### src/rtl/assert_macros.svh
// Assertion macros shared by the RTL modules of the motion energy detector.
`ifndef ASSERT_MACROS_SVH
`define ASSERT_MACROS_SVH
`ifndef SYNTH
// Check a condition at every clock edge outside reset.
`define ASSERT_ALWAYS(label, clk, rst_n, cond, msg) \
    label: assert property (@(posedge clk) disable iff (!rst_n) (cond)) else $error(msg);
// Check that a condition holds in the same cycle as its trigger.
`define ASSERT_IMPL(label, clk, rst_n, ante, cons, msg) \
    label: assert property (@(posedge clk) disable iff (!rst_n) (ante) |-> (cons)) \
        else $error(msg);
// Check that a condition holds in the cycle after its trigger.
`define ASSERT_NEXT(label, clk, rst_n, ante, cons, msg) \
    label: assert property (@(posedge clk) disable iff (!rst_n) (ante) |=> (cons)) \
        else $error(msg);
`else
`define ASSERT_ALWAYS(label, clk, rst_n, cond, msg)
`define ASSERT_IMPL(label, clk, rst_n, ante, cons, msg)
`define ASSERT_NEXT(label, clk, rst_n, ante, cons, msg)
`endif
`endif

### src/rtl/pmed_pkg.sv
// Shared types and constants of the PIR motion energy detector.
package pmed_pkg;

    localparam int WINDOW_LEN_DEF  = 15;
    localparam int QUEUE_DEPTH_DEF = 4;

    localparam int SAMPLE_W = 16;
    localparam int LIGHT_W  = 10;
    localparam int THRESH_W = 11;
    localparam int MAG_W    = 8;
    localparam int MAG_MAX  = 128;

    localparam logic [THRESH_W-1:0] THRESHOLD_RESET = 11'd80;
    localparam logic [SAMPLE_W-1:0] BUSY_CODE       = 16'hFFFF;

    localparam logic CMD_SAMPLE = 1'b0;
    localparam logic CMD_SEND   = 1'b1;

    typedef struct packed {
        logic                cmd;
        logic [SAMPLE_W-1:0] pir_sample;
        logic [LIGHT_W-1:0]  light_level;
    } pmed_in_t;

    typedef struct packed {
        logic [LIGHT_W-1:0] brightness_out;
        logic               motion_seen;
    } pmed_out_t;

    typedef struct packed {
        logic full;
        logic empty;
    } pmed_q_stat_t;

endpackage

### src/rtl/pmed_ram.sv
// Generic single-write, single-read RAM with registered read data.
module pmed_ram #(
    parameter int WIDTH = 8,
    parameter int DEPTH = 16
) (
    input  logic                     clk,
    input  logic                     we,
    input  logic [$clog2(DEPTH)-1:0] waddr,
    input  logic [WIDTH-1:0]         wdata,
    input  logic                     re,
    input  logic [$clog2(DEPTH)-1:0] raddr,
    output logic [WIDTH-1:0]         rdata
);

    logic [WIDTH-1:0] mem_reg [DEPTH];
    logic [WIDTH-1:0] rdata_reg;

    always_ff @(posedge clk)
    begin
        if (we)
        begin
            mem_reg[waddr] <= wdata;
        end
        if (re)
        begin
            rdata_reg <= mem_reg[raddr];
        end
    end

    assign rdata = rdata_reg;

endmodule

### src/rtl/pmed_front.sv
// Front end: input handshake and classification of items into queue operations.
module pmed_front (
    input  logic                   item_valid,
    output logic                   item_ready,
    input  pmed_pkg::pmed_in_t     item,
    input  pmed_pkg::pmed_q_stat_t q_stat,
    output logic                   push,
    output pmed_pkg::pmed_in_t     push_op
);

    logic is_busy;

    // Drop converter busy codes here; they leave no trace in the state.
    assign is_busy    = (item.cmd == pmed_pkg::CMD_SAMPLE) &&
                        (item.pir_sample == pmed_pkg::BUSY_CODE);
    assign item_ready = !q_stat.full;
    assign push       = item_valid && item_ready && !is_busy;
    assign push_op    = item;

endmodule

### src/rtl/pmed_queue.sv
// Short FIFO that decouples the front end from the execution back end.
`include "assert_macros.svh"

module pmed_queue #(
    parameter int DEPTH = pmed_pkg::QUEUE_DEPTH_DEF
) (
    input  logic                   clk,
    input  logic                   rst_n,
    input  logic                   push,
    input  pmed_pkg::pmed_in_t     push_op,
    input  logic                   pop,
    output pmed_pkg::pmed_in_t     head,
    output pmed_pkg::pmed_q_stat_t q_stat
);

    localparam int PTR_W = (DEPTH > 1) ? $clog2(DEPTH) : 1;
    localparam int CNT_W = $clog2(DEPTH + 1);
    localparam logic [PTR_W-1:0] PTR_LAST = PTR_W'(DEPTH - 1);
    localparam logic [CNT_W-1:0] CNT_FULL = CNT_W'(DEPTH);

    pmed_pkg::pmed_in_t slot_reg [DEPTH];
    logic [PTR_W-1:0]   wr_ptr_reg, wr_ptr_next;
    logic [PTR_W-1:0]   rd_ptr_reg, rd_ptr_next;
    logic [CNT_W-1:0]   count_reg, count_next;

    always_comb
    begin
        wr_ptr_next = wr_ptr_reg;
        rd_ptr_next = rd_ptr_reg;
        count_next  = count_reg;
        if (push)
        begin
            wr_ptr_next = (wr_ptr_reg == PTR_LAST) ? '0 : wr_ptr_reg + 1'b1;
        end
        if (pop)
        begin
            rd_ptr_next = (rd_ptr_reg == PTR_LAST) ? '0 : rd_ptr_reg + 1'b1;
        end
        if (push && !pop)
        begin
            count_next = count_reg + 1'b1;
        end
        else if (pop && !push)
        begin
            count_next = count_reg - 1'b1;
        end
    end

    always_ff @(posedge clk or negedge rst_n)
    begin
        if (!rst_n)
        begin
            wr_ptr_reg <= '0;
            rd_ptr_reg <= '0;
            count_reg  <= '0;
        end
        else
        begin
            wr_ptr_reg <= wr_ptr_next;
            rd_ptr_reg <= rd_ptr_next;
            count_reg  <= count_next;
        end
    end

    always_ff @(posedge clk)
    begin
        if (push)
        begin
            slot_reg[wr_ptr_reg] <= push_op;
        end
    end

    assign head         = slot_reg[rd_ptr_reg];
    assign q_stat.full  = (count_reg == CNT_FULL);
    assign q_stat.empty = (count_reg == '0);

    `ASSERT_ALWAYS(a_queue_count_bound, clk, rst_n, count_reg <= CNT_FULL, "queue overflow")

endmodule

### src/rtl/pmed_back.sv
// Back end: DC offset tracking, deviation window, energy check and send results.
`include "assert_macros.svh"

module pmed_back #(
    parameter int WINDOW_LEN = pmed_pkg::WINDOW_LEN_DEF
) (
    input  logic                          clk,
    input  logic                          rst_n,
    input  logic                          cfg_we,
    input  logic [pmed_pkg::THRESH_W-1:0] cfg_wdata,
    input  pmed_pkg::pmed_q_stat_t        q_stat,
    input  pmed_pkg::pmed_in_t            head,
    output logic                          pop,
    output logic                          result_valid,
    input  logic                          result_ready,
    output pmed_pkg::pmed_out_t           result
);

    localparam int SAMPLE_W   = pmed_pkg::SAMPLE_W;
    localparam int LIGHT_W    = pmed_pkg::LIGHT_W;
    localparam int THRESH_W   = pmed_pkg::THRESH_W;
    localparam int MAG_W      = pmed_pkg::MAG_W;
    localparam int PTR_W      = $clog2(WINDOW_LEN);
    localparam int ENERGY_MAX = WINDOW_LEN * pmed_pkg::MAG_MAX;
    localparam int ENERGY_W   = $clog2(ENERGY_MAX + 1);
    localparam int CMP_W      = (ENERGY_W > THRESH_W) ? ENERGY_W : THRESH_W;
    localparam int SUM_W      = SAMPLE_W + 3;
    localparam int RECIP_W    = 20;
    localparam int PROD_W     = SUM_W + RECIP_W;
    localparam int Div5Shift  = 22;
    localparam logic [RECIP_W-1:0]  DIV5_RECIP = 20'd838861;
    localparam logic [PTR_W-1:0]    PTR_LAST   = PTR_W'(WINDOW_LEN - 1);
    localparam logic [ENERGY_W-1:0] ENERGY_TOP = ENERGY_W'(ENERGY_MAX);

    // Exact floor(x / 5) for x below 2**19 via multiply by reciprocal.
    function automatic logic [SAMPLE_W-1:0] div5(input logic [SUM_W-1:0] x);
        logic [PROD_W-1:0] prod;
        prod = PROD_W'(x) * PROD_W'(DIV5_RECIP);
        return prod[Div5Shift +: SAMPLE_W];
    endfunction

    logic [THRESH_W-1:0] threshold_reg;
    logic [SAMPLE_W-1:0] dc_reg, dc_next;
    logic [SUM_W-1:0]    dc_sum;
    logic [PTR_W-1:0]    rd_ptr_reg, rd_ptr_next;
    logic [WINDOW_LEN-1:0] ring_vld_reg;

    logic                x_valid_reg;
    logic                x_cmd_reg;
    logic [SAMPLE_W-1:0] x_sample_reg;
    logic [SAMPLE_W-1:0] x_dc_reg;
    logic [LIGHT_W-1:0]  x_light_reg;
    logic [PTR_W-1:0]    x_ptr_reg;
    logic                x_old_vld_reg;

    logic [ENERGY_W-1:0] energy_reg, energy_next;
    logic                sticky_reg;
    logic                result_valid_reg;
    pmed_pkg::pmed_out_t result_reg;

    logic             out_free, x_adv, x_take, x_wr, x_send;
    logic [MAG_W-1:0] ram_rdata, old_mag, dev, mag;
    logic             hit;

    // Execution stage handshake: a send needs room in the output register.
    assign out_free = !result_valid_reg || result_ready;
    assign x_adv    = x_valid_reg && ((x_cmd_reg == pmed_pkg::CMD_SAMPLE) || out_free);
    assign x_take   = !x_valid_reg || x_adv;
    assign pop      = !q_stat.empty && x_take;
    assign x_wr     = x_adv && (x_cmd_reg == pmed_pkg::CMD_SAMPLE);
    assign x_send   = x_adv && (x_cmd_reg == pmed_pkg::CMD_SEND);

    // Offset update at dequeue; loads the sample when the offset sits at zero.
    assign dc_sum = SUM_W'({dc_reg, 2'b00}) + SUM_W'(head.pir_sample);

    always_comb
    begin
        dc_next     = dc_reg;
        rd_ptr_next = rd_ptr_reg;
        if (pop && (head.cmd == pmed_pkg::CMD_SAMPLE))
        begin
            dc_next     = (dc_reg == '0) ? head.pir_sample : div5(dc_sum);
            rd_ptr_next = (rd_ptr_reg == PTR_LAST) ? '0 : rd_ptr_reg + 1'b1;
        end
    end

    // Window entries hold magnitudes; an entry never written counts as zero.
    pmed_ram #(
        .WIDTH (MAG_W),
        .DEPTH (WINDOW_LEN)
    ) u_ring (
        .clk   (clk),
        .we    (x_wr),
        .waddr (x_ptr_reg),
        .wdata (mag),
        .re    (pop),
        .raddr (rd_ptr_reg),
        .rdata (ram_rdata)
    );

    assign old_mag     = x_old_vld_reg ? ram_rdata : '0;
    assign dev         = x_sample_reg[MAG_W-1:0] - x_dc_reg[MAG_W-1:0];
    assign mag         = dev[MAG_W-1] ? (MAG_W'(0) - dev) : dev;
    assign energy_next = energy_reg - ENERGY_W'(old_mag) + ENERGY_W'(mag);
    assign hit         = CMP_W'(energy_next) >= CMP_W'(threshold_reg);

    always_ff @(posedge clk or negedge rst_n)
    begin
        if (!rst_n)
        begin
            threshold_reg    <= pmed_pkg::THRESHOLD_RESET;
            dc_reg           <= '0;
            rd_ptr_reg       <= '0;
            ring_vld_reg     <= '0;
            x_valid_reg      <= 1'b0;
            energy_reg       <= '0;
            sticky_reg       <= 1'b0;
            result_valid_reg <= 1'b0;
        end
        else
        begin
            if (cfg_we)
            begin
                threshold_reg <= cfg_wdata;
            end
            dc_reg     <= dc_next;
            rd_ptr_reg <= rd_ptr_next;
            if (x_take)
            begin
                x_valid_reg <= pop;
            end
            if (x_wr)
            begin
                ring_vld_reg[x_ptr_reg] <= 1'b1;
                energy_reg              <= energy_next;
                if (hit)
                begin
                    sticky_reg <= 1'b1;
                end
            end
            else if (x_send)
            begin
                sticky_reg <= 1'b0;
            end
            if (x_send)
            begin
                result_valid_reg <= 1'b1;
            end
            else if (result_ready)
            begin
                result_valid_reg <= 1'b0;
            end
        end
    end

    always_ff @(posedge clk)
    begin
        if (pop)
        begin
            x_cmd_reg     <= head.cmd;
            x_sample_reg  <= head.pir_sample;
            x_dc_reg      <= dc_next;
            x_light_reg   <= head.light_level;
            x_ptr_reg     <= rd_ptr_reg;
            x_old_vld_reg <= ring_vld_reg[rd_ptr_reg];
        end
        if (x_send)
        begin
            result_reg.brightness_out <= x_light_reg;
            result_reg.motion_seen    <= sticky_reg;
        end
    end

    assign result_valid = result_valid_reg;
    assign result       = result_reg;

    `ASSERT_IMPL(a_ring_no_collision, clk, rst_n, pop && x_wr, rd_ptr_reg != x_ptr_reg, "ring read and write collide")
    `ASSERT_NEXT(a_send_clears_flag, clk, rst_n, x_send, !sticky_reg, "motion flag not cleared by send")
    `ASSERT_ALWAYS(a_energy_bound, clk, rst_n, energy_reg <= ENERGY_TOP, "window energy out of range")

endmodule

### src/rtl/pir_motion_energy_detector_unit.sv
// Top level of the PIR motion energy detector.
// The unit takes transactions on the item channel: a converter sample
// (cmd low) or a send tick (cmd high). Samples move a DC offset toward the
// reading with a 4:1 weighted average, fold the deviation into a window of
// WINDOW_LEN byte-wide entries, and set a sticky motion flag once the summed
// window magnitude reaches motion_threshold. A send tick returns the
// brightness reading together with the flag and clears the flag; samples
// return nothing, and busy codes (all ones) are dropped at the door. Sustained
// rate is one transaction per cycle while the queue has room. The pace is set
// by the offset update loop, which does one multiply by the reciprocal of five
// per cycle. A send result leaves the queue through the execution and output
// registers. A queue of QUEUE_DEPTH entries sits between the front end and the
// execution back end, and a single output register holds a result while the
// consumer stalls, so input keeps flowing until the queue fills. The window is
// cleared at reset by per-entry valid bits; no clearing pass runs.
// Write motion_threshold through cfg_we/cfg_wdata only while the unit is idle.
module pir_motion_energy_detector_unit #(
    parameter int WINDOW_LEN  = pmed_pkg::WINDOW_LEN_DEF,
    parameter int QUEUE_DEPTH = pmed_pkg::QUEUE_DEPTH_DEF
) (
    input  logic                          clk,
    input  logic                          rst_n,
    // item channel
    input  logic                          item_valid,
    output logic                          item_ready,
    input  pmed_pkg::pmed_in_t            item,
    // result channel
    output logic                          result_valid,
    input  logic                          result_ready,
    output pmed_pkg::pmed_out_t           result,
    // threshold register write
    input  logic                          cfg_we,
    input  logic [pmed_pkg::THRESH_W-1:0] cfg_wdata
);

    pmed_pkg::pmed_q_stat_t q_stat;
    pmed_pkg::pmed_in_t     push_op;
    pmed_pkg::pmed_in_t     head;
    logic                   push;
    logic                   pop;

    // Accept transactions and drop busy samples before they reach the queue.
    pmed_front u_front (
        .item_valid (item_valid),
        .item_ready (item_ready),
        .item       (item),
        .q_stat     (q_stat),
        .push       (push),
        .push_op    (push_op)
    );

    // Hold accepted work so either side can stall on its own.
    pmed_queue #(
        .DEPTH (QUEUE_DEPTH)
    ) u_queue (
        .clk     (clk),
        .rst_n   (rst_n),
        .push    (push),
        .push_op (push_op),
        .pop     (pop),
        .head    (head),
        .q_stat  (q_stat)
    );

    // Track the offset, update the window energy and emit send results.
    pmed_back #(
        .WINDOW_LEN (WINDOW_LEN)
    ) u_back (
        .clk          (clk),
        .rst_n        (rst_n),
        .cfg_we       (cfg_we),
        .cfg_wdata    (cfg_wdata),
        .q_stat       (q_stat),
        .head         (head),
        .pop          (pop),
        .result_valid (result_valid),
        .result_ready (result_ready),
        .result       (result)
    );

endmodule

### config.mk
export PLATFORM = sky130hd
export DESIGN_NAME = pir_motion_energy_detector_unit
export DESIGN_NICKNAME = d
export VERILOG_FILES = /design/src/rtl/pmed_pkg.sv /design/src/rtl/pmed_ram.sv /design/src/rtl/pmed_front.sv /design/src/rtl/pmed_queue.sv /design/src/rtl/pmed_back.sv /design/src/rtl/pir_motion_energy_detector_unit.sv
export VERILOG_INCLUDE_DIRS = /design/src /design/src/rtl
export SDC_FILE = /design/constraint.sdc
export NUM_CORES = 1
export LEC_CHECK = 0
export ABC_AREA = 1
export BUFFER_PORTS_ARGS = -buffer_cell sky130_fd_sc_hd__buf_2
export CORE_MARGIN = 2
export CORE_UTILIZATION = 35
export DETAILED_ROUTE_END_ITERATION = 8
export MAX_ROUTING_LAYER = met4
export SYNTH_ARGS = -nofsm -noshare
export SYNTH_HDL_FRONTEND = slang
export SYNTH_SLANG_ARGS = --single-unit
### constraint.sdc
create_clock -name clk -period 9.6 [get_ports clk]
set_input_delay 0.96 -clock clk [delete_from_list [all_inputs] [get_ports clk]]
set_output_delay 0.96 -clock clk [all_outputs]
set_load 0.02 [all_outputs]
* Yosys cells after proc, flatten, opt, wreduce, memory -nomap -nowiden
Memories as Yosys holds them, arrays and structs flattened. A register that Yosys moved wholly into a read port is not among the register bits. Index checks and enable logic that the tools add are counted.
Word-level totals: register bits after elaboration 110, bits in latches 0, RAM bits 228, ROM bits 0, logic and storage cells 95, memories kept 2
Operators by class: add/sub/neg operators 10, $mul 1, divide/modulo/power cells 0, magnitude comparators 4, eq/ne operators 6, shift operators 0, multiplexer cells 22, bitwise logic cells 4, reductions and logical operators 27
Memories:
- u_back.u_ring.mem_reg | words 15, bits a word 8, read ports 1, clocked after memory_dff 1, wr ports 1, RTL line pmed_ram.sv:15 | logic [WIDTH-1:0] mem_reg [DEPTH];
- u_queue.slot_reg | words 4, bits a word 27, read ports 1, clocked after memory_dff 0, wr ports 1, RTL line pmed_queue.sv:21 | pmed_pkg::pmed_in_t slot_reg [DEPTH];
Operators by type and width (count):
- 19-bit by 20-bit multiplier with 38-bit output (second input constant) | 1
- 16-bit 2-to-1 mux | 2
- 18-bit by 16-bit adder with 19-bit output | 1
- 16-bit == test (second input constant) | 1
- 16-bit zero test | 1
- 8-bit 2-to-1 mux | 2
- 15-bit OR | 1
- 11-bit by 8-bit adder with 11-bit output | 1
- 11-bit greater-or-equal comparator | 1
- 1-bit logical AND | 11
- 1-bit 2-to-1 mux | 11
- 11-bit by 8-bit subtractor with 11-bit output | 1
- 4-bit by 5-bit < comparator with 1-bit output (second input constant) | 2
- 1-bit by 8-bit subtractor with 8-bit output (first input constant) | 1
- 8-bit subtractor | 1
- 1-bit zero test | 7
- 3-bit 2-to-1 mux | 2
- 2-bit nonzero test | 3
- 2-bit by 1-bit adder with 2-bit output (second input constant) | 2
- 4-bit by 1-bit adder with 4-bit output (second input constant) | 1
- 1-bit binary-select mux with 4-bit select | 1
- 1-bit demux with 4-bit select | 1
- 2-bit == test (second input constant) | 2
- 4-bit == test (second input constant) | 1
- 11 further kinds | 16

* Depth between registers and ports, before layout
depth after elaboration 9, gate-level depth with buffers 41, depth with buffers taken out 39

* Modules after synthesis
Synthesis repeated with hierarchy kept, for this count alone.
Unflattened totals: cells, all modules 2418, area, all modules 22541.6 um^2
Modules (own cells, without submodules):
- pmed_back | times used 1, cells each 1497, area each 12101.6 um^2
- pmed_ram | times used 1, cells each 511, area each 5436.5 um^2
- pmed_queue | times used 1, cells each 366, area each 4734.5 um^2
- pmed_front | times used 1, cells each 44, area each 269.0 um^2

* Worst setup path before layout
No wires, ideal clock.
path kind reg2reg, start reg u_queue.rd_ptr_reg[0], end reg u_back.x_dc_reg[1], data pin, arrival time 6.711 ns, slack 2.625 ns, cell stages (with the launch flop) 34, buffers on the path 2, clock period less this slack 6.975 ns, path through dfrtp_1 > buf_2 > clkbuf_1 > o21ai_0 > o22ai_1 > ha_1 > or2_1 > nand3_1 > nand2_2 > a31o_2 > xor2_1 > inv_1 > ha_1 > fa_1 > inv_1 > fa_1 > inv_1 > fa_1 > inv_1 > fa_1 > inv_1 > fa_1 > inv_1 > ha_1 > nand2_1 > inv_1 > nand2_1 > and2_1 > o21ai_0 > nand3b_1 > a21oi_1 > o21ai_0 > o211ai_1 > nand2_1
RTL lines:
- start, declared | RTL line pmed_queue.sv:23 | logic [PTR_W-1:0] rd_ptr_reg, rd_ptr_next;
- start signal, assigned | RTL line pmed_queue.sv:60 | rd_ptr_reg <= rd_ptr_next;
- end signal, assigned | RTL line pmed_back.sv:162 | x_dc_reg <= dc_next;
- end, declared | RTL line pmed_back.sv:51 | logic [SAMPLE_W-1:0] x_dc_reg;

==> summary.md <==
| Metric | Value |
|---|---|
| Final setup violation count | `0` |
| Wire length per cell | `17.7 um` |
| Critical-path top delay cell | `inv_2` |
| Max frequency | `119 MHz` |
| Post-Syn Area | `0.0211 mm2` |
| DR WL met3 | `2660 um` |
| Clock transition at the registers of the reported paths | `70 ps` |
| WP data required | `9870 ps` |
| Row count | `90` |
| Max reg flops | `120` |
| Final Max Slew Viols | `0` |
| DR iter-0 viols | `1001` |
| Die W | `250 um` |
| Final hold vios | `0` |
| Arr. time, crit path | `8650 ps` |
| Syn_nets | `2376` |
| Skew-Pair Late Insertion Delay | `530 ps` |
| Crit path capture type | `flop` |
| Post-CTS Setup Inserts | `0` |
| Multi-input logic area | `0.00955 mm2` |
| Seq/Total Area, Yosys | `47.6%` |
| Slew headroom | `29.0%` |
| Grt ovf | `0` |
| Core Box Area | `0.0600 mm2` |
| Critical path class | `flop to flop` |
| CTS root buffer | `clkbuf_16` |
| Clock Tree Buf Depth | `3` |
| Final period util | `87.4%` |
| IO Pins | `56` |
| Max Cap Viol | `0` |
| Metal-1 WL | `24100 um` |
| Async SR Flop Fraction | `19.4%` |
| Fill count | `5811` |
| Uppermost routed layer | `met4` |
| WL met2 | `24200 um` |
| # resized after CTS | `0` |
| Hold Crit Class | `flop to flop` |
| Largest net degree at the start of global routing | `68` |
| Share of post-route cells with drive strength above 1 | `8.69%` |
| Global-route wire length before repair | `82700 um` |
| Yosys cell types | `52` |
| Place WS | `1230 ps` |
| Syn Area/Cell | `10.3 um2` |
| PnR worst setup slack | `1210 ps` |
| Number of enable flip-flop cells after synthesis | `279` |
| DRC | `0` |
| Peak per-stage delay on the critical path | `630 ps` |
| CTS tree | `done` |
| Status | `finished, final reports clean` |
| Post-route clock skew | `20.4 ps` |
| RSZ-0062 raised after global routing | `no` |
| Gate Count Post-Synth | `2045` |
| Initial Util | `35.2%` |
| Slew @ Worst Pin | `1060 ps` |
| Post-DP HPWL | `38800 um` |
| Commonest non-fill, non-tap cells in the layout | `351 x inv_1, 287 x nand2_1, 279 x edfxtp_1` |
| Routability cong. | `0.914` |
| Register area | `0.0101 mm2` |
| Routed Antenna Nets | `0` |
| Final min period | `8390 ps` |
| Hold-fix buffers at CTS | `0` |
| Vias | `14600` |
| Vias in the first global route | `15100` |
| Final core occ | `39.5%` |
| Antenna diodes | `0` |
| Crit path launch type | `flop` |
| Hold slack | `418 ps` |
| GRT Util Overall | `17.2%` |
| Die ar. | `0.0624 mm2` |
| Routed wire length | `51800 um` |
| Sum Neg Setup Slack | `0 ps` |
| Htree depth | `2` |
| Synth Register Bits | `346` |
| Layout Nets | `2445` |
| Ys Warns | `0` |
| Worst Path Max Fanout | `55` |
| Port bufs | `55` |
| Die Ht | `250 um` |
| Clock Sinks | `346` |
| CTS Buf Count | `35` |
| 1st-pass router iterations | `5` |
| P&R area growth vs syn | `12.1%` |
| Worst R2R Setup Slack | `1210 ps` |
| Most common cell after layout, fill and taps aside | `inv_1` |
| Initial antenna violation count | `2` |
| Average vias per placed instance | `4.99` |
| Top FF cell, synth | `edfxtp_1` |
==> kinds of logic after synthesis <==
logic type	after synthesis	share of synthesized area [%]
XOR/XNOR	43	1.98
buffers and inverters	411	7.37
flip-flops	346	47.6
AO/OA/AOI/OAI	359	10.1
adder cells (fa/ha/maj)	288	20.9
multiplexers	10	0.485
AND/OR/NAND/NOR	588	11.6
==> layout make-up <==
cell class / instances / share of cell area [%]
Clock buffer: 43 / 3.91
Timing Repair Buffer: 80 / 1.96
Tap cell: 782 / 4.13
Inverter: 363 / 5.76
Multi-Input combinational cell: 1288 / 40.3
Clock inverter: 21 / 1.50
Sequential cell: 346 / 42.4
==> path summary, 6_finish.rpt <==
check / from / endpoint / cells after the start
worst max-delay path: u_queue.rd_ptr_reg[0]$_DFFE_PN0P_ / u_back.x_dc_reg[4]$_DFFE_PP_ / 32
worst min-delay path: u_back.x_light_reg[3]$_DFFE_PP_ / u_back.result[4]$_DFFE_PP_ / 0
worst max register to register: u_queue.rd_ptr_reg[0]$_DFFE_PN0P_ / u_back.x_dc_reg[4]$_DFFE_PP_ / 32
worst min register to register: u_back.x_light_reg[3]$_DFFE_PP_ / u_back.result[4]$_DFFE_PP_ / 0
max in group asynchronous: rst_n / u_queue.count_reg[1]$_DFFE_PN0P_ / 1
min in group asynchronous: rst_n / u_back.threshold_reg[10]$_DFFE_PN0P_ / 1
==> synth_stat cells (5+ instances only) <==
library cell / number / area share, %
inv_1: 351 / 6.2
o21bai_1: 8 / 0.28
a21o_1: 10 / 0.36
xnor2_1: 15 / 0.62
o22ai_1: 27 / 0.80
xor2_1: 24 / 0.99
o2111ai_1: 13 / 0.54
nand4_1: 10 / 0.30
a21boi_0: 6 / 0.21
a21oi_1: 83 / 2.0
nor2_1: 168 / 3.0
buf_2: 9 / 0.21
inv_2: 6 / 0.11
nand2_2: 5 / 0.15
mux2i_1: 8 / 0.38
nand3b_1: 5 / 0.18
nor4_1: 8 / 0.24
nand3_1: 60 / 1.4
a31oi_1: 8 / 0.24
dfrtp_1: 65 / 7.7
nand2_1: 287 / 5.1
o21ai_0: 155 / 3.7
buf_1: 6 / 0.11
ha_1: 179 / 11
clkbuf_1: 32 / 0.57
nor3_1: 16 / 0.38
a221oi_1: 13 / 0.54
a32o_1: 8 / 0.38
edfxtp_1: 279 / 40
fa_1: 109 / 10
or2_2: 16 / 0.47
o211ai_1: 15 / 0.53
clkinv_1: 5 / 0.089
==> worst max-delay path: cells and delay by family (launching register included) <==
family	cells	cell delay, ps
buf+inv	7	1000
flops	1	390
simple gates	8	800
fa+ha+maj	9	3800
compound gates	7	1580
xor+xnor	1	500
==> per-stage QoR <==
step	cells	cell area, um2
2_1_floorplan	2045	21100
4_1_cts	2923	23700
5_1_grt	2923	23700
6_report	2923	23700
3_3_place_gp	2859	22400
3_5_place_dp	2859	22400
==> routing by layer <==
layer,global-route usage (%),vias to the layer above
li1,-,7020
met1,23.3,7179
met2,27.8,329
met3,2.54,56
met4,3.32,0
met5,-,-
Power is left out: the tool's default activity adds up to more than one toggle a clock period on the data nets, which glitch-free logic cannot reach.
